File: config.mk
export PLATFORM = sky130hd
export DESIGN_NAME = ccr_divider
export DESIGN_NICKNAME = d
export VERILOG_FILES = /design/src/design/ccr_divider.sv
export SDC_FILE = /design/constraint.sdc
export NUM_CORES = 2
export LEC_CHECK = 0
export BUFFER_PORTS_ARGS = -buffer_cell sky130_fd_sc_hd__buf_4
export CORE_ASPECT_RATIO = 1.5
export CORE_UTILIZATION = 58
export CTS_BUF_LIST = sky130_fd_sc_hd__clkbuf_16
export DETAILED_ROUTE_END_ITERATION = 6
export PLACE_DENSITY = 0.87
export SLEW_MARGIN = 20
export SYNTH_ARGS = -nofsm -noshare
export SYNTH_HDL_FRONTEND = slang
export SYNTH_SLANG_ARGS = --single-unit
File: constraint.sdc
create_clock -name clock -period 5.8 [get_ports clock]
set_input_delay 0.29 -clock clock [delete_from_list [all_inputs] [get_ports clock]]
set_output_delay 0.29 -clock clock [all_outputs]
set_load 0.05 [all_outputs]
File: src/design/ccr_divider.sv
// Pipelined restoring divider giving the rounded ratio, one quotient bit per stage.
`timescale 1ns / 1ps

module ccr_divider #(
   parameter int unsigned RATIO_FRAC_BITS = 10,
   parameter int unsigned SUM_W           = 30,
   parameter int unsigned QW              = RATIO_FRAC_BITS + 5
) (
   input  logic             clock,
   input  logic             reset,
   input  logic             in_valid,
   output logic             in_ready,
   input  logic [SUM_W-1:0] num,
   input  logic [SUM_W-1:0] den,
   output logic             out_valid,
   input  logic             out_ready,
   output logic [QW-1:0]    quotient
);

   localparam int unsigned DW = SUM_W + QW;

   logic [QW:0]      valid_ff;
   logic [QW:0]      stage_en;
   logic [DW-1:0]    rem_ff [QW];
   logic [SUM_W-1:0] den_ff [QW];
   logic [QW-1:0]    q_ff   [QW+1];

   always_comb begin
      stage_en[QW] = !valid_ff[QW] || out_ready;
      for (int i = QW - 1; i >= 0; i--) begin
         stage_en[i] = !valid_ff[i] || stage_en[i+1];
      end
   end

   assign in_ready  = stage_en[0];
   assign out_valid = valid_ff[QW];
   assign quotient  = q_ff[QW];

   always_ff @(posedge clock) begin
      if (reset) begin
         valid_ff <= '0;
      end else begin
         if (stage_en[0]) begin
            valid_ff[0] <= in_valid;
         end
         for (int i = 1; i <= QW; i++) begin
            if (stage_en[i]) begin
               valid_ff[i] <= valid_ff[i-1];
            end
         end
      end
   end

   always_ff @(posedge clock) begin
      if (stage_en[0]) begin
         rem_ff[0] <= (DW'(num) << RATIO_FRAC_BITS) + DW'(den >> 1);
         den_ff[0] <= den;
         q_ff[0]   <= '0;
      end
   end

   for (genvar j = 0; j < QW; j++) begin : g_step
      localparam int unsigned BIT = QW - 1 - j;
      logic [DW-1:0] trial;
      logic          fits;
      assign trial = DW'(den_ff[j]) << BIT;
      assign fits  = rem_ff[j] >= trial;

      always_ff @(posedge clock) begin
         if (stage_en[j+1]) begin
            q_ff[j+1] <= fits ? (q_ff[j] | (QW'(1) << BIT)) : q_ff[j];
         end
      end

      if (j < QW - 1) begin : g_carry
         always_ff @(posedge clock) begin
            if (stage_en[j+1]) begin
               rem_ff[j+1] <= fits ? (rem_ff[j] - trial) : rem_ff[j];
               den_ff[j+1] <= den_ff[j];
            end
         end
      end
   end

endmodule

==> metrics.md <==
| Metric | Value |
|---|---|
| Outcome | `completed` |
| FF+latch count, synth | `1,152` |
| Post-synthesis cell type count | `85` |
| Gate count of the mapped netlist | `5,999` |
| Via count | `46,200` |
| Clock slew at reported path FFs | `0.06 ns` |
| CTS tree | `built` |
| Max_slew headroom | `16.03%` |
| Filler cells | `8,227` |
| Placer Congestion | `0.9821` |
| Top FF cell, synth | `edfxtp_1` |
| CP Class | `reg -> reg` |
| RSZ-0062 raised after global routing | `no` |
| Final Total Pwr | `36,340 uW` |
| Mapped Avg Cell Area | `10.95 sq um` |
| Skew-Pair Late Insertion Delay | `0.75 ns` |
| Avg Vias per Cell | `6.017` |
| Vias in the first global route | `48,980` |
| CP Max Fanout | `21` |
| Area Growth Syn to Fin | `9.885%` |
| First-iteration detailed-routing DRC count | `2,650` |
| Final net count | `6,687` |
| Post-route clock period utilization | `82.73%` |
| Largest net degree at the start of global routing | `73` |
| Peak Freq | `208.4 MHz` |
| Syn. warnings | `0` |
| Clock Tree Buf Depth | `3` |
| CTS Sinks | `1,152` |
| Hold Crit Class | `in -> reg` |
| Max cap viols | `0` |
| Final Hold Vio Count | `0` |
| Worst EP required | `6.27 ns` |
| Ports | `81` |
| Commonest non-fill, non-tap cells in the layout | `edfxtp_1, inv_1, a21oi_1, ha_1` |
| Number of enable flip-flop cells after synthesis | `1,136` |
| Final setup TNS | `0 ns` |
| Synthesized net count | `6,544` |
| Initial core utilization | `58.74%` |
| Core area | `111,900 sq um` |
| Synth Cell Area | `65,710 sq um` |
| Die area | `114,700 sq um` |
| Pre-antenna DRT Iters | `6` |
| Setup slack at placement | `1.210 ns` |
| Static leakage | `0.03020 uW` |
| Antenna violations before repair | `4` |
| Die height | `414.2 microns` |
| Final setup fails | `0` |
| Final wirelength | `158,100 microns` |
| DR DRC count | `0` |
| Antenna viol nets, final | `0` |
| CP arrival | `5.27 ns` |
| First-pass GRT wire length | `246,500 microns` |
| Setup Skew | `0.03660 ns` |
| Count of input and output buffers | `80` |
| Chip width | `276.8 microns` |
| Gr ovfl total | `0` |
| Share of synthesized flip-flops with an asynchronous set or reset | `0%` |
| Clock root cell | `clkbuf_16` |
| Post-cts gate resize count | `0` |
| CTS Buf Count | `110` |
| Final WS setup | `1.002 ns` |
| Share of layout cells above drive strength 1 | `6.760%` |
| Crit path largest cell delay | `0.59 ns` |
| CP Capture Type | `register` |
| Crit path launch type | `register` |
| PD cells | `503.3 nW/um^2` |
| DR WL/cell | `20.59 microns` |
| CTS H-Tree Depth | `3` |
| Worst Tran Pin Value | `1.246 ns` |
| Slowest cell on crit path | `a221oi_1` |
| Commonest non-fill, non-tap cell in the layout | `edfxtp_1` |
| DP HPWL | `123,800 microns` |
| Min Tclk post-route | `4.798 ns` |
| Row Count | `150` |
| Total GRT Usage | `27.48%` |
| Seq/Total Area, Yosys | `52.41%` |
| Final Slew Violations | `0` |
| Peak supply drop | `0.0003030 V` |
| Worst path cell trace | `inv_1 -> ha_1 -> a21oi_1 -> o21ai_1 -> a311o_1 -> a311o_1 -> a221oi_1 -> o21ai_1 -> a21oi_1 -> a21oi_2 -> buf_4 -> mux2_1` |
[logic make-up after synthesis]
logic type | count (synthesis) | synth area share [%]
mux | 111 | 1.885
compound gates | 1570 | 14.86
xor+xnor | 475 | 6.343
fa+ha+maj | 481 | 9.331
simple gates | 1491 | 11.06
buf+inv | 719 | 4.115
flops | 1152 | 52.41
[flip-flops by register name, summed over array words and instances (netlist names)]
name,count
den_ff,450
q_ff,120
rem_ff,566
valid_ff,16
[final cells by class]
type / instances / area [sq um] / area share [%]
Antenna cell: 7 / 17.52 / 0.02426
Clock buffer: 111 / 2778 / 3.847
Clock inverter: 87 / 778.2 / 1.078
Inverter: 568 / 2133 / 2.955
Multi-Input combinational cell: 4128 / 28730 / 39.79
Sequential cell: 1152 / 34440 / 47.70
Tap cell: 1444 / 1807 / 2.502
Timing Repair Buffer: 182 / 1524 / 2.111
[path summary, 6_finish.rpt]
check	start	to	slack, ns	cells past startpoint
min	num[2]	rem_ff[0][12]$_DFFE_PP_	0.07	3
max	den_ff[0][1]$_DFFE_PP_	rem_ff[0][68]$_DFFE_PP_	1.00	12
min reg2reg	q_ff[10][14]$_DFFE_PP_	q_ff[11][14]$_DFFE_PP_	0.41	0
max reg2reg	den_ff[0][1]$_DFFE_PP_	rem_ff[0][68]$_DFFE_PP_	1.00	12
[where the power goes]
| group | total [uW] | internal [uW] | leakage (uW) | switching, uW |
|---|---|---|---|---|
| clock network | 7080 | 3920 | 0.00181 | 3150 |
| registers | 13700 | 12300 | 0.0121 | 1400 |
| logic | 15600 | 6710 | 0.0163 | 8870 |
[cells in the mapped netlist, types with 12 or more instances]
library cell | n | area (sq um)
a211o_1 | 15 | 131.4
a211oi_1 | 33 | 247.7
a21boi_0 | 14 | 105.1
a21o_1 | 235 | 1764
a21oi_1 | 542 | 2713
a221o_1 | 13 | 130.1
a31o_2 | 12 | 105.1
a31oi_1 | 43 | 269.0
a41oi_1 | 13 | 113.9
and2_1 | 17 | 106.4
and3_1 | 50 | 312.8
and4_1 | 25 | 219.0
clkbuf_1 | 142 | 533.0
dfxtp_1 | 16 | 320.3
edfxtp_1 | 1136 | 34110
fa_1 | 15 | 300.3
ha_1 | 466 | 5831
inv_1 | 566 | 2125
mux2_1 | 34 | 382.9
mux2_2 | 68 | 765.7
nand2_1 | 418 | 1569
nand2b_1 | 68 | 425.4
nand3_1 | 93 | 465.5
nand4_1 | 86 | 538.0
nor2_1 | 411 | 1543
nor2b_1 | 64 | 400.4
nor3_1 | 81 | 405.4
nor3b_1 | 12 | 90.09
nor4_1 | 46 | 287.8
nor4b_1 | 14 | 122.6
o211ai_1 | 26 | 195.2
o21a_1 | 62 | 465.5
o21ai_0 | 342 | 1712
o21ai_1 | 17 | 85.08
o21bai_1 | 50 | 375.4
o31a_1 | 16 | 140.1
o31ai_1 | 31 | 232.7
or2_2 | 20 | 125.1
or3_1 | 33 | 206.5
or4_1 | 15 | 112.6
xnor2_1 | 276 | 2417
xor2_1 | 198 | 1734
[stage by stage]
| stage | cell area [sq um] | std cells | hold slack (ns) | utilization (%) |
|---|---|---|---|---|
| 2_1_floorplan | 65720 | 5999 | 0.3889 | - |
| 3_3_place_gp | 68130 | 7425 | 0.4003 | 60.90 |
| 3_5_place_dp | 68150 | 7426 | 0.4045 | 60.92 |
| 4_1_cts | 72180 | 7672 | 0.02466 | 64.53 |
| 5_1_grt | 72200 | 7677 | 0.06626 | 64.54 |
| 6_report | 72200 | 7679 | 0.06735 | 64.55 |
[critical path, delay by kind of cell (launching register included)]
family                     cells  cell delay [ns]
AOI/OAI and AO/OA              8             2.68
adders and majority gates      1             0.46
buffers and inverters          2             0.60
DFF                            1             0.43
muxes                          1             0.34
[routing by layer]
layer | routed length, microns | vias to the layer above | track usage, % | part of all wire (%)
li1 | - | 22260 | - | -
met1 | 44130 | 22050 | 19.92 | 28
met2 | 91680 | 1292 | 57.27 | 58
met3 | 4650 | 605 | 3.059 | 2.9
met4 | 17630 | 0 | 27.33 | 11
met5 | 0 | - | 0 | 0
[timing repair]
| item | CTS | global route |
|---|---|---|
| endpoints found under the hold margin | 59 | 0 |
| hold buffers | 48 | 0 |
| setup buffers | 0 | 0 |
No activity file was read; power rests on OpenSTA's default activity.
